[src/rtl/c8_ram.sv]
module c8_ram #(
    parameter int W = 8,
    parameter int D = 16
) (
    input  logic                 i_clk,
    input  logic                 i_we,
    input  logic [$clog2(D)-1:0] i_waddr,
    input  logic [W-1:0]         i_wdata,
    input  logic [$clog2(D)-1:0] i_raddr,
    output logic [W-1:0]         o_rdata
);
    logic [W-1:0] r_mem [D];

    always_ff @(posedge i_clk) begin
        if (i_we) r_mem[i_waddr] <= i_wdata;
    end

    always_ff @(posedge i_clk) begin
        o_rdata <= r_mem[i_raddr];
    end
endmodule

[config.mk]
export PLATFORM = sky130hd
export DESIGN_NAME = c8_ram
export DESIGN_NICKNAME = d
export VERILOG_FILES = /design/src/rtl/c8_ram.sv
export SDC_FILE = /design/constraint.sdc
export NUM_CORES = 1
export LEC_CHECK = 0
export BUFFER_PORTS_ARGS = -buffer_cell sky130_fd_sc_hd__buf_4
export CORE_ASPECT_RATIO = 0.8
export CORE_MARGIN = 5
export CORE_UTILIZATION = 40
export DETAILED_ROUTE_END_ITERATION = 12
export REMOVE_ABC_BUFFERS = 1
export SLEW_MARGIN = 40
export SYNTH_ARGS = -nofsm -noshare
export SYNTH_HDL_FRONTEND = slang
export SYNTH_SLANG_ARGS = --single-unit
[constraint.sdc]
create_clock -name i_clk -period 2.6 [get_ports i_clk]
set_input_delay 0.39 -clock i_clk [delete_from_list [all_inputs] [get_ports i_clk]]
set_output_delay 0.39 -clock i_clk [all_outputs]
set_load 0.005 [all_outputs]
==> metrics.yaml <==
status: "finished, final reports clean"
area_growth_pct: 20.61
switching_power_w: 0.001015
vias: 2403
final_hold_viol_count: 0
antenna_found_initial: 0
synth_top_cells_by_area: "edfxtp_1 75%, mux4_2 7.9%, mux4_1 7.1%"
p_per_area_mw_per_mm2: 816.0
cts_setup_buffers: 0
worst_pin_slew_ns: 0.7064
nNetsFinal: 300
timing.hold.ws_ns: 0.2860
required_ns: 2.90
multi_input_area_mm2: 0.001057
critPathCaptureType: "register"
synth-edff-count: 128
relSlewSlack_pct: 52.74
hold_buffers: 0
overflow: 0
start_util_pct: 40.43
yosys-top-cells-count: "128 x edfxtp_1, 18 x mux4_2, 16 x a22oi_1"
clock_latency_ns: 0.42
cts_root_buffer: "clkbuf_16"
fp.dieArea_mm2: 0.01525
core_area_mm2: 0.01273
setup_viol: 0
place_hpwl_um: 6222
grt_pass1_wl_um: 15320
ys_warn_count: 0
netlist.area_leader.share_pct: 74.67
viasPerCell: 5.113
cp.arrival_ns: 1.78
synthDistinctLibCells: 19
cts.htree.levels: 4
post_cts_resized: 0
rsz0062_at_grt: "false"
num_io_pins: 26
rows: 37
grtUsageMet3_pct: 4.246
grt_pass1_vias: 2501
synth_area_per_cell_um2: 22.48
netlist_area_mm2: 0.005147
cts.path.max_buffers: 2
drive_gt1_share_pct: 31.19
grt_util_all_layers_pct: 14.25
peakVddDrop_mv: 0.4759
startpoint_type: "input port"
wl_per_cell_um: 21.26
seqPwrFrac_pct: 48.7
num-fill-cells: 1038
first_pass_iters: 4
synth_largest_area_cell: "edfxtp_1"
drc: 0
p_int_w: 0.004051
period_needed_ns: 1.477
path_max_fanout: 15
period_share_pct: 56.82
fmaxAchievable_mhz: 676.9
synthCells: 229
cts_tree: "yes"
ant_nets: 0
ys_async_sr_fraction_pct: 0
die_h_um: 111.5
pwr-share-comb_pct: 4.7
setup-tns-final_ns: 0
gp_congestion: 0.7176
routed_wl_um: 9991
antenna_cells: 0
power.total_w: 0.005066
clock-sinks: 136
power.share.clock_pct: 46.7
drv_cap: 0
netSwitchingFraction_pct: 20.04
grt_use_met2_pct: 20.55
grt.busiest_layer: "met2"
numCtsBuffers: 17
yosysMostFrequentCell: "edfxtp_1"
p_leak_nw: 2.097
use_met1_pct: 20.36
setup.worst_path.class: "in -> reg"
dr.first_iter.drc_count: 269
portBuffers: 25
clk_pin_slew_ns: 0.06
regArea_mm2: 0.004004
synth-seq-cells: 136
drv_slew: 0
skew_ns: 0.006828
die_w_um: 136.8
grt_max_degree: 33
synth-main-ff-cell: "edfxtp_1"
worstHoldPathType: "in -> reg"
ys_seq_area_share_pct: 77.78
## metal layers
metal,wire length [µm],part of all wire (%),vias up
met4,103,1.0,0
met3,507,5.1,11
met5,0,0,-
met2,4684,47,59
li1,-,-,1083
met1,4696,47,1250
## power by group through the flow
stage                     clock (W)  sequential (W)  combinational [W]
final                       0.00236         0.00247           0.000236
after global routing        0.00251         0.00247           0.000259
after CTS                   0.00240         0.00247           0.000242
after detailed placement          0         0.00251           0.000241
after global placement            0         0.00251           0.000237
after floorplan                   0         0.00251          0.0000982
## registers in the layout, summed over array words and instances (netlist names)
register,cells
o_rdata,8
r_mem,128
## layout make-up
type,instances,area share (%)
Sequential cell,136,64.49
Timing Repair Buffer,44,5.522
Multi-Input combinational cell,83,17.03
Clock inverter,15,2.580
Clock buffer,17,6.852
Tap cell,175,3.527
## logic make-up (layout without fill, tap and decap cells)
kind of cell | Yosys count | after routing | share of synthesized area (%)
AND/OR/NAND/NOR | 35 | 35 | 3.184
multiplexers | 32 | 32 | 15.02
AO/OA/AOI/OAI | 16 | 16 | 2.334
flip-flops | 136 | 136 | 77.78
buffers and inverters | 10 | 76 | 1.677
## critical path, cell delays in order
cell     delay [ns]
buf_4          0.27
buf_12         0.21
mux4_1         0.60
a22oi_1        0.20
nand2_1        0.07
## cell usage in the layout, fill, tap and decap left out, drive strengths merged
master	n
a22oi	16
nand2b	2
and2	1
nand3b	2
nor2b	1
nand2	9
bufinv	3
buf	44
clkinvlp	4
nor2	13
clkbuf	17
or3b	1
and2b	1
nand3	1
nor3	4
edfxtp	128
clkinv	8
dfxtp	8
mux4	32
## per-stage QoR
step                      std cells  cell area, µm²  worst slack, ns  util, %
after floorplan                 219            5061           0.7171        -
after global placement          438            5623           0.6762    44.17
after detailed placement        438            5623           0.6823    44.17
after CTS                       470            6208            1.123    48.77
after global routing            470            6208            1.022    48.77
final                           470            6208            1.123    48.77
## final timing paths
check / slack (ns) / cells after the start / to / start
worst min-delay path: 0.29 / 1 / r_mem[3][2]$_DFFE_PP_ / i_wdata[2]
worst max-delay path: 1.12 / 5 / o_rdata[2]$_DFF_P_ / i_raddr[0]
worst max register to register: 1.19 / 3 / o_rdata[4]$_DFF_P_ / r_mem[10][4]$_DFFE_PP_
worst min register to register: 0.67 / 3 / o_rdata[5]$_DFF_P_ / r_mem[14][5]$_DFFE_PP_
No activity file was read; power rests on OpenSTA's default activity.
