## src/rtl/c8_pkg.sv

```systemverilog
package c8_pkg;

    localparam int MEM_BYTES     = 4096;
    localparam int MEM_AW        = $clog2(MEM_BYTES);
    localparam int STACK_DEPTH   = 16;
    localparam int STK_AW        = $clog2(STACK_DEPTH);
    localparam int SP_W          = $clog2(STACK_DEPTH + 1);
    localparam int SCREEN_WIDTH  = 64;
    localparam int SCREEN_HEIGHT = 32;
    localparam int ROW_AW        = $clog2(SCREEN_HEIGHT);

    localparam int          FONT_BASE  = 'h50;
    localparam int          FONT_BYTES = 80;
    localparam logic [11:0] PC_START   = 12'h200;
    localparam logic [3:0]  REG_VF     = 4'hF;

    localparam logic [1:0] REQ_WRITE = 2'd0;
    localparam logic [1:0] REQ_STEP  = 2'd1;
    localparam logic [1:0] REQ_READ  = 2'd2;
    localparam logic [1:0] REQ_ROW   = 2'd3;

    localparam logic [3:0] OP_SYS  = 4'h0;
    localparam logic [3:0] OP_JP   = 4'h1;
    localparam logic [3:0] OP_CALL = 4'h2;
    localparam logic [3:0] OP_SEK  = 4'h3;
    localparam logic [3:0] OP_SNEK = 4'h4;
    localparam logic [3:0] OP_SEV  = 4'h5;
    localparam logic [3:0] OP_LDK  = 4'h6;
    localparam logic [3:0] OP_ADDK = 4'h7;
    localparam logic [3:0] OP_ALU  = 4'h8;
    localparam logic [3:0] OP_SNEV = 4'h9;
    localparam logic [3:0] OP_LDI  = 4'hA;
    localparam logic [3:0] OP_JPV0 = 4'hB;
    localparam logic [3:0] OP_RND  = 4'hC;
    localparam logic [3:0] OP_DRW  = 4'hD;
    localparam logic [3:0] OP_KEY  = 4'hE;
    localparam logic [3:0] OP_MISC = 4'hF;

    localparam logic [15:0] OPC_CLS = 16'h00E0;
    localparam logic [15:0] OPC_RET = 16'h00EE;

    localparam logic [3:0] ALU_MOV = 4'h0;
    localparam logic [3:0] ALU_OR  = 4'h1;
    localparam logic [3:0] ALU_AND = 4'h2;
    localparam logic [3:0] ALU_XOR = 4'h3;
    localparam logic [3:0] ALU_ADD = 4'h4;
    localparam logic [3:0] ALU_SUB = 4'h5;
    localparam logic [3:0] ALU_SHR = 4'h6;
    localparam logic [3:0] ALU_SBN = 4'h7;
    localparam logic [3:0] ALU_SHL = 4'hE;

    localparam logic [7:0] KEY_SKP  = 8'h9E;
    localparam logic [7:0] KEY_SKNP = 8'hA1;

    localparam logic [7:0] FX_GET_DT  = 8'h07;
    localparam logic [7:0] FX_WAITKEY = 8'h0A;
    localparam logic [7:0] FX_SET_DT  = 8'h15;
    localparam logic [7:0] FX_SET_ST  = 8'h18;
    localparam logic [7:0] FX_ADD_I   = 8'h1E;
    localparam logic [7:0] FX_FONT    = 8'h29;
    localparam logic [7:0] FX_BCD     = 8'h33;
    localparam logic [7:0] FX_STORE   = 8'h55;
    localparam logic [7:0] FX_LOAD    = 8'h65;

    typedef enum logic [4:0] {
        ST_CLEAR, ST_IDLE, ST_START, ST_MEMRD, ST_ROWRD, ST_FH, ST_FL, ST_RX, ST_RY,
        ST_EX, ST_RET, ST_WVF, ST_CLS, ST_D0, ST_D1, ST_BCD, ST_ST0, ST_ST1,
        ST_LD0, ST_LD1, ST_DONE
    } t_state;

    typedef struct packed {
        logic [7:0] res;
        logic       vf;
        logic       has_vf;
        logic       bad;
    } t_alu;

    localparam logic [7:0] GLYPHS [FONT_BYTES] = '{
        8'hF0, 8'h90, 8'h90, 8'h90, 8'hF0, 8'h20, 8'h60, 8'h20, 8'h20, 8'h70,
        8'hF0, 8'h10, 8'hF0, 8'h80, 8'hF0, 8'hF0, 8'h10, 8'hF0, 8'h10, 8'hF0,
        8'h90, 8'h90, 8'hF0, 8'h10, 8'h10, 8'hF0, 8'h80, 8'hF0, 8'h10, 8'hF0,
        8'hF0, 8'h80, 8'hF0, 8'h90, 8'hF0, 8'hF0, 8'h10, 8'h20, 8'h40, 8'h40,
        8'hF0, 8'h90, 8'hF0, 8'h90, 8'hF0, 8'hF0, 8'h90, 8'hF0, 8'h10, 8'hF0,
        8'hF0, 8'h90, 8'hF0, 8'h90, 8'h90, 8'hE0, 8'h90, 8'hE0, 8'h90, 8'hE0,
        8'hF0, 8'h80, 8'h80, 8'h80, 8'hF0, 8'hE0, 8'h90, 8'h90, 8'h90, 8'hE0,
        8'hF0, 8'h80, 8'hF0, 8'h80, 8'hF0, 8'hF0, 8'h80, 8'hF0, 8'h80, 8'h80
    };

    // Byte address reduced modulo the memory size.
    function automatic logic [MEM_AW-1:0] mem_idx(input logic [12:0] a);
        logic [MEM_AW+12:0] w;
        w = {{MEM_AW{1'b0}}, a};
        return w[MEM_AW-1:0];
    endfunction

    function automatic logic [7:0] font_byte(input logic [MEM_AW-1:0] a);
        logic [31:0] off;
        off = 32'(a) - 32'(FONT_BASE);
        if (32'(a) >= 32'(FONT_BASE) && off < 32'(FONT_BYTES)) begin
            return GLYPHS[off[6:0]];
        end
        return 8'h00;
    endfunction

    function automatic logic [3:0] high_bit(input logic [15:0] v);
        logic [3:0] n;
        n = 4'd0;
        for (int i = 1; i < 16; i++) begin
            if (v[i]) n = 4'(i);
        end
        return n;
    endfunction

    // Decimal digit of v: sel 0 hundreds, 1 tens, 2 ones. Divisions use reciprocals.
    function automatic logic [7:0] bcd_digit(input logic [7:0] v, input logic [1:0] sel);
        logic [15:0] ph;
        logic [15:0] pt;
        logic [7:0]  h;
        logic [7:0]  r;
        logic [7:0]  t;
        ph = 16'(v) * 16'd41;
        h  = {6'd0, ph[13:12]};
        r  = v - 8'(h * 8'd100);
        pt = 16'(r) * 16'd205;
        t  = {4'd0, pt[14:11]};
        case (sel)
            2'd0:    return h;
            2'd1:    return t;
            default: return r - 8'(t * 8'd10);
        endcase
    endfunction

endpackage

```

## src/rtl/c8_alu.sv

```systemverilog
module c8_alu (
    input  logic [3:0]     i_func,
    input  logic [7:0]     i_vx,
    input  logic [7:0]     i_vy,
    output c8_pkg::t_alu   o_alu
);
    logic [8:0] sum;

    assign sum = {1'b0, i_vx} + {1'b0, i_vy};

    always_comb begin
        o_alu = '0;
        unique case (i_func)
            c8_pkg::ALU_MOV: o_alu.res = i_vy;
            c8_pkg::ALU_OR:  o_alu.res = i_vx | i_vy;
            c8_pkg::ALU_AND: o_alu.res = i_vx & i_vy;
            c8_pkg::ALU_XOR: o_alu.res = i_vx ^ i_vy;
            c8_pkg::ALU_ADD: begin
                o_alu.res = sum[7:0];
                o_alu.vf = sum[8];
                o_alu.has_vf = 1'b1;
            end
            c8_pkg::ALU_SUB: begin
                o_alu.res = i_vx - i_vy;
                o_alu.vf = i_vx > i_vy;
                o_alu.has_vf = 1'b1;
            end
            c8_pkg::ALU_SHR: begin
                o_alu.res = {1'b0, i_vx[7:1]};
                o_alu.vf = i_vx[0];
                o_alu.has_vf = 1'b1;
            end
            c8_pkg::ALU_SBN: begin
                o_alu.res = i_vy - i_vx;
                o_alu.vf = i_vy > i_vx;
                o_alu.has_vf = 1'b1;
            end
            c8_pkg::ALU_SHL: begin
                o_alu.res = {i_vx[6:0], 1'b0};
                o_alu.vf = i_vx[7];
                o_alu.has_vf = 1'b1;
            end
            default: o_alu.bad = 1'b1;
        endcase
    end
endmodule

```

## config.mk

```make
export PLATFORM = sky130hd
export DESIGN_NAME = c8_alu
export DESIGN_NICKNAME = d
export VERILOG_FILES = /design/src/rtl/c8_pkg.sv /design/src/rtl/c8_alu.sv
export SDC_FILE = /design/constraint.sdc
export NUM_CORES = 1
export LEC_CHECK = 0
export ABC_AREA = 1
export BUFFER_PORTS_ARGS = -buffer_cell sky130_fd_sc_hd__buf_2
export CORE_ASPECT_RATIO = 0.9
export CORE_UTILIZATION = 45
export DETAILED_ROUTE_END_ITERATION = 12
export PLACE_DENSITY = 0.7
export SKIP_LAST_GASP = 1
export SLEW_MARGIN = 20
export SYNTH_ARGS = -nofsm -noshare
export SYNTH_HDL_FRONTEND = slang
export SYNTH_SLANG_ARGS = --single-unit
```

## constraint.sdc

```tcl
create_clock -name vclk -period 3.9
set_input_delay 0.39 -clock vclk [all_inputs]
set_output_delay 0.39 -clock vclk [all_outputs]
set_load 0.005 [all_outputs]
```

==> results.md, run 1 <==
STA:
- The number of hold-slack violations in the final timing report came to 0.
- The final critical-path share of the clock period is 62.5%.
- Derived from the worst setup path, the maximum achievable clock frequency is 0.410 GHz.
- The post-layout worst setup margin is 1.46 ns.
- Setup repair after global routing left no endpoint under its margin.
- The final sum of negative setup slack is 0 ns.
- The max-slew violation count is 0.
- The worst relative slew slack is 74.9%.
- The slew at the pin closest to its max-slew limit is 0.376 ns.
- The clock period minus final worst setup slack is 2.44 ns.
- The number of endpoints failing setup at the final stage is 0.

Yosys:
- sky130_fd_sc_hd__ha_1 takes more of the synthesized area than any other cell.
- Counting every net in the synthesized netlist gives 382.
- After Yosys synthesis, and, or, nand and nor cells account for 45.8% of the synthesized area.
- Counting instances in the post-synthesis netlist gives the leading cell types as sky130_fd_sc_hd__nand2_1, sky130_fd_sc_hd__inv_1, sky130_fd_sc_hd__nand3_1.
- The yosys synthesis warning count is 0.
- The synthesized netlist devotes 0.486% of its cell area to XOR and XNOR gates.
- After Yosys synthesis, full adders, half adders and majority gates account for 26.3% of the synthesized area.
- The netlist uses 28 different library cells.
- Summing every instance area after synthesis gives 1800 µm².
- Summing the areas of all compound-gate instances in the mapped netlist gives 12.4% of the synthesized area.
- For this run, the register share of the synthesized area comes to 0%.
- By area, the combinational part of the netlist is dominated by simple AND/OR/NAND/NOR gates.
- The synthesized area divided by synthesized cell count is 5.53 µm².
- The synthesized instance count is 326.
- The portion of netlist area occupied by mux cells is 0%.
- The cell with the most instances after synthesis is sky130_fd_sc_hd__nand2_1.
- The area share of the leading cell type in the synthesized netlist is 22.9%.
- Yosys attributes the largest share of cell area to sky130_fd_sc_hd__ha_1, sky130_fd_sc_hd__nand2_1, sky130_fd_sc_hd__nand3_1.

Global route:
- The number of antenna violations at the first check in global routing came to 0.
- The overall track demand over capacity in global routing is 26.5%.
- The number of global-route vias before repair came to 1,874.
- The leftover overflow at the end of global routing is 0.
- The maximum number of pins on one net before global-route repair is 12.
- The first global-routing pass estimated 8.39 mm of wire.

Final layout:
- The repair_antennas step left the layout with diodes totalling 0.
- Cells fill 51.8% of the core in the end.
- For this run, the post-layout net count is 409.
- Summing all flip-flop and latch instances after layout gives 0 µm².
- The number of clock-tree buffers in the layout is 0.
- The post-route netlist has 14.5% of its cells at a drive strength greater than 1.
- Sequential cells placed in the final layout were counted as 0.
- The relative area change from synthesis to final layout is 8.82%.

Route:
- The detail-routed via count per cell is 5.37.
- In the routed design, unresolved DRC markers number 0.
- Summed over all layers, the routed wires come to 5.23 mm.
- Once detail routing completed, the nets flagged for antenna violations numbered 0.
- For this block, the via count after detailed routing is 2,132.
- The number of violations reported at the end of detailed-routing iteration 0 is 178.
- Dividing the detail-routed wire length by the instance count gives 13.2 µm.
- The pre-antenna-repair detailed-routing pass consisted of 5 iterations.

Power and ir drop:
- In this run the static leakage power is 1.10 nW.
- The total power is 0.227 mW.
- In this run the power density over the cells is 116 nW/µm².
- Across the VDD grid, the largest voltage drop is 0.0000537 V.

Run:
- Across the run, the number of max-cap violations was 0.

Setup path:
- The highest fanout seen on the critical path is 9.
- The required time reported for the critical path endpoint is 3.51 ns.
- The critical path capture point type is a primary output.
- The critical path ends at o_alu[7].
- Tracing the worst setup path back leads to its startpoint at i_vx[3].
- The worst setup path is launched from an input pin.
- The critical path class is in -> out.
- Data arrives at the worst endpoint at 2.05 ns.

Status:
- The flow ran to the end, and the final reports show no timing, DRC or antenna violations.

CTS:
- In this run, post-CTS repair resized a total of 0 instances.
- Once the clock tree was built, the setup fixing pass inserted 0 buffers.
- The number of hold-repair buffers added at the cts stage is 0.

Floorplanning:
- The initial core utilization is 47.6%.
- The die covers 4260 µm².
- The standard cell core area is 3780 µm².
- The number of top-level design ports is 31.
- The chip height is 62.0 µm.
- In this run the horizontal extent of the chip is 68.7 µm.
- The floorplan has 21 rows.

Place:
- Summed over all nets, the half-perimeter wirelength after detailed placement is 4.39 mm.
- The worst slack at placement is 1.50 ns.
- The total of buffers placed on input and output ports is 31.
- The routability congestion estimate from global placement is 1.03.

Worst hold path:
- The kind of path behind the tightest hold check is in -> out.
==> routing by layer <==
layer / wire, µm / global-route usage [%] / vias to the layer above
met5: 0 / 0 / -
met4: 114 / 7.87 / 0
met3: 392 / 0.730 / 11
met2: 2210 / 42.4 / 92
met1: 2520 / 38.6 / 936
li1: - / - / 1093
==> report_power, final <==
part / leakage, nW / switching, mW / total, mW / internal (mW)
sequential: 0 / 0 / 0 / 0
clock: 0 / 0 / 0 / 0
combinational: 1.10 / 0.147 / 0.227 / 0.0797
==> layout by cell type, fill, tap and decap left out, drive strengths merged <==
cell,instances
a21oi,11
and2,2
buf,31
clkinv,2
fa,3
ha,33
inv,56
nand2,105
nand3,38
nand3b,1
nand4,9
nor2,25
nor3,5
nor3b,1
o211ai,6
o21ai,14
o21bai,1
o22ai,6
or2,1
xor2,1
==> area by class of cell <==
cell class	instances	area, µm²
Tap cell	46	57.6
Inverter	58	218
Timing Repair Buffer	31	155
Fill cell	432	1820
Multi-Input combinational cell	262	1530
==> worst max-delay path: stages <==
cell	delay (ns)
sky130_fd_sc_hd__buf_2	0.11
sky130_fd_sc_hd__inv_1	0.07
sky130_fd_sc_hd__ha_1	0.50
sky130_fd_sc_hd__inv_1	0.20
sky130_fd_sc_hd__nand2_1	0.13
sky130_fd_sc_hd__nand3_1	0.12
sky130_fd_sc_hd__o21ai_0	0.22
sky130_fd_sc_hd__nand4_1	0.15
sky130_fd_sc_hd__buf_2	0.15
==> kinds of logic after synthesis <==
group	count (synthesis)
xor+xnor	1
compound gates	38
simple gates	187
fa+ha+maj	36
buf+inv	64
==> per-stage QoR <==
| stage | hold WS (ns) | instance area [µm²] | instances |
|---|---|---|---|
| after floorplan | 0.898 | 1800 | 326 |
| after global placement | 1.16 | 1960 | 397 |
| after detailed placement | 1.16 | 1960 | 397 |
| after CTS | 1.16 | 1960 | 397 |
| after global routing | 1.19 | 1960 | 397 |
| final | 1.15 | 1960 | 397 |
==> worst min path at each step <==
stage | from | to | slack [ns] | cells after the start
6_report | i_vy[0] | o_alu[3] | 1.15 | 4
5_1_grt | i_vy[0] | o_alu[3] | 1.19 | 4
4_1_cts | i_vy[0] | o_alu[3] | 1.16 | 4
3_5_place_dp | i_vy[0] | o_alu[3] | 1.16 | 4
3_3_place_gp | i_vy[0] | o_alu[3] | 1.16 | 4
2_1_floorplan | i_vx[2] | o_alu[4] | 0.90 | 2
Note: power is estimated with default switching activity, not from simulation.
==> inputs of run 2 (changes only) <==
clock period = 2.55 ns   (was 3.9 ns; I/O delays follow)
==> run 2 against run 1 <==
  * Critical path depth increased by 4
  * Critical path type unchanged
  * Largest cell class unchanged
  * Critical endpoint is now o_alu[10]
  * Sequential share of layout area stayed put
  * Power is 52% higher
  * Utilization did not move
==> results.md, run 2 (same netlist as run 1, synthesis figures left out) <==
Setup path:
- STA classifies the critical path startpoint as an input pin.
- The largest individual stage delay along the critical path comes from the cell sky130_fd_sc_hd__ha_1.
- The number of buffers and inverters on the critical path was 5 (+1).
- The critical path capture point type is a primary output.
- Among the stages of the critical path, the cell type that occurs most often is sky130_fd_sc_hd__nand2_1.
- Traced cell by cell, the critical path runs through buf_2 -> inv_1 -> ha_1 -> inv_2 -> nand2_1 -> nand2_1 -> a21oi_1 -> nand3_1 -> nand3_1 -> nand2_1 -> inv_1 -> nand2_1 -> buf_2.
- The highest fanout seen on the critical path is 9 (unchanged).
- The required time reported for the critical path endpoint is 2.30 ns (-1.21 ns).
- The critical path class is in -> out.
- The delay of the slowest cell on the worst path is 0.50 ns (about the same).
- The worst endpoint data arrival time is 1.90 ns (-0.15 ns).
- Among cell families on the critical path, the largest total delay comes from adder cells.

Final layout:
- The total inserted antenna cells was 0 (unchanged).
- The top cell types in the final layout, fill and taps aside, are sky130_fd_sc_hd__nand2_1, sky130_fd_sc_hd__inv_1, sky130_fd_sc_hd__nand3_1, sky130_fd_sc_hd__ha_1, sky130_fd_sc_hd__buf_2.
- The final design area excluding fillers is 1960 µm² (unchanged).
- The net total in the final layout is 409 (unchanged).
- The number of clock-tree buffers in the layout is 0 (unchanged).
- The area of all sequential standard cells came to 0 µm² (unchanged).
- Leaving out fill and tap cells, the most frequent cell in the layout is sky130_fd_sc_hd__nand2_1.
- The relative area change from synthesis to final layout is 8.82% (unchanged).
- The number of sequential cells is 0 (unchanged).
- The count of non-filler cells in the finished layout was 397 (unchanged).
- The layout cell share with drive strength beyond 1 is 14.5% (unchanged).

STA:
- The number of hold-slack violations in the final timing report was 0 (unchanged).
- The final sum of negative setup slack is 0 ns (unchanged).
- The number of endpoints failing setup at the final stage is 0 (unchanged).
- The clock period minus final worst setup slack is 2.15 ns.
- The achievable clock frequency is 0.465 GHz.
- Setup repair after global routing left no endpoint under its margin.
- The max-slew violation count came to 0 (unchanged).
- The final critical-path share of the clock period is 84.4%.
- The final hold slack came to 0.880 ns (-0.273 ns).
- The post-layout worst setup margin is 0.398 ns (-1.06 ns).
- The worst relative slew slack is 73.7% (-1.3 points).
- The slew at the pin closest to its max-slew limit was 0.395 ns (+0.0190 ns).

Place:
- The cell area after placement is 1960 µm² (unchanged).
- The total of buffers placed on input and output ports was 31 (unchanged).
- The number of instances in the placed design came to 397 (unchanged).
- The routability congestion estimate from global placement is 1.04 (+1.2%).
- The worst slack at placement is 0.436 ns (-1.06 ns).
- The detailed-placement wirelength estimate is 4.40 mm (about the same).

Route:
- The routed length per placed instance is 13.1 µm (-0.52%).
- The detail-routed via count per cell came to 5.49 (+2.3%).
- The number of detailed-routing iterations run before antenna repair is 5 (unchanged).
- The number of vias in the routed layout is 2,180 (+2.3%).
- The final antenna-violating net count is 0 (unchanged).
- The residual DRC count was 0 (unchanged).
- The total wire length is 5.20 mm (-0.52%).
- The number of violations reported at the end of detailed-routing iteration 0 is 179 (+0.56%).

Power and ir drop:
- The leakage power of the design was 1.10 nW (unchanged).
- The power density normalized to cell area is 176 nW/µm² (+52%).
- The share of power burned in combinational logic was 100.0% (about the same).
- The switching part of the total power is 64.8% (-0.065 points).
- The sequential power share is 0% (unchanged).
- The worst-case vdd ir drop came to 0.0000782 V (+46%).
- The total internal power is 0.122 mW (+53%).
- The net switching power is 0.224 mW (+52%).
- The share of total power in the clock network came to 0% (unchanged).

Global route:
- The maximum number of pins on one net before global-route repair is 12 (unchanged).
- The number of global-route vias before repair is 1,828 (-2.5%).
- The global-route wire length before repair is 8.45 mm (+0.74%).
- The number of antenna violations at the first check in global routing is 0 (unchanged).
- The leftover overflow at the end of global routing is 0 (unchanged).
- The overall track demand over capacity in global routing is 26.4% (-0.097 points).

Floorplanning:
- The initial core utilization is 47.6% (unchanged).
- The number of top-level design ports is 31 (unchanged).
- The die outline width is 68.7 µm (unchanged).
- The chip height is 62.0 µm (unchanged).
- The area of the die was 4260 µm² (unchanged).
- The cell row count is 21 (unchanged).
- The standard cell core area is 3780 µm² (unchanged).

CTS:
- The number of hold-repair buffers added at the cts stage is 0 (unchanged).
- The post-cts repair resize count is 0 (unchanged).
- The number of buffers inserted by post-CTS setup repair is 0 (unchanged).

Status:
- The flow ran to the end, and the final reports show no timing, DRC or antenna violations.

Run:
- The max-capacitance violation count is 0 (unchanged).

Worst hold path:
- The worst hold path belongs to the class in -> out.
## run 2: cell counts in the layout (fill, tap and decap cells not counted)
Identical to the previous run, type by type.
## run 2: power groups by stage
| stage | clock [mW] | combinational, mW | sequential [mW] |
|---|---|---|---|
| final | 0 | 0.346 | 0 |
| after detailed placement | 0 | 0.339 | 0 |
| after global routing | 0 | 0.391 | 0 |
| after floorplan | 0 | 0.246 | 0 |
| after CTS | 0 | 0.340 | 0 |
| after global placement | 0 | 0.336 | 0 |
## run 2: final cells by class
cell class                 instances  area [µm²]
fill                             428        1820
multi-input combinational        262        1530
inverter                          58         218
timing repair buffer              31         155
tap                               46        57.6
## run 2: path summary, 6_finish.rpt
path | from | end | depth (start not counted)
setup / recovery | i_vx[4] | o_alu[10] | 13
hold / removal | i_vy[0] | o_alu[3] | 4
## run 2: tightest hold or removal path, delay by kind of cell
kind                   cells  cell delay (ns)
AOI/OAI and AO/OA          2             0.13
buffers and inverters      2             0.23
## run 2: per-stage QoR
stage / util, % / power [mW]
2_1_floorplan: - / 0.246
3_3_place_gp: 51.8 / 0.336
3_5_place_dp: 51.8 / 0.339
4_1_cts: 51.8 / 0.340
5_1_grt: 51.8 / 0.391
6_report: 51.8 / 0.346
## run 2: routing by layer
metal | vias up | routed length, µm | global-route usage (%) | part of all wire (%)
li1 | 1096 | - | - | -
met1 | 951 | 2430 | 41.3 | 47
met2 | 118 | 2180 | 40.5 | 42
met3 | 15 | 488 | 0.365 | 9.4
met4 | 0 | 104 | 4.37 | 2.0
met5 | - | 0 | 0 | 0
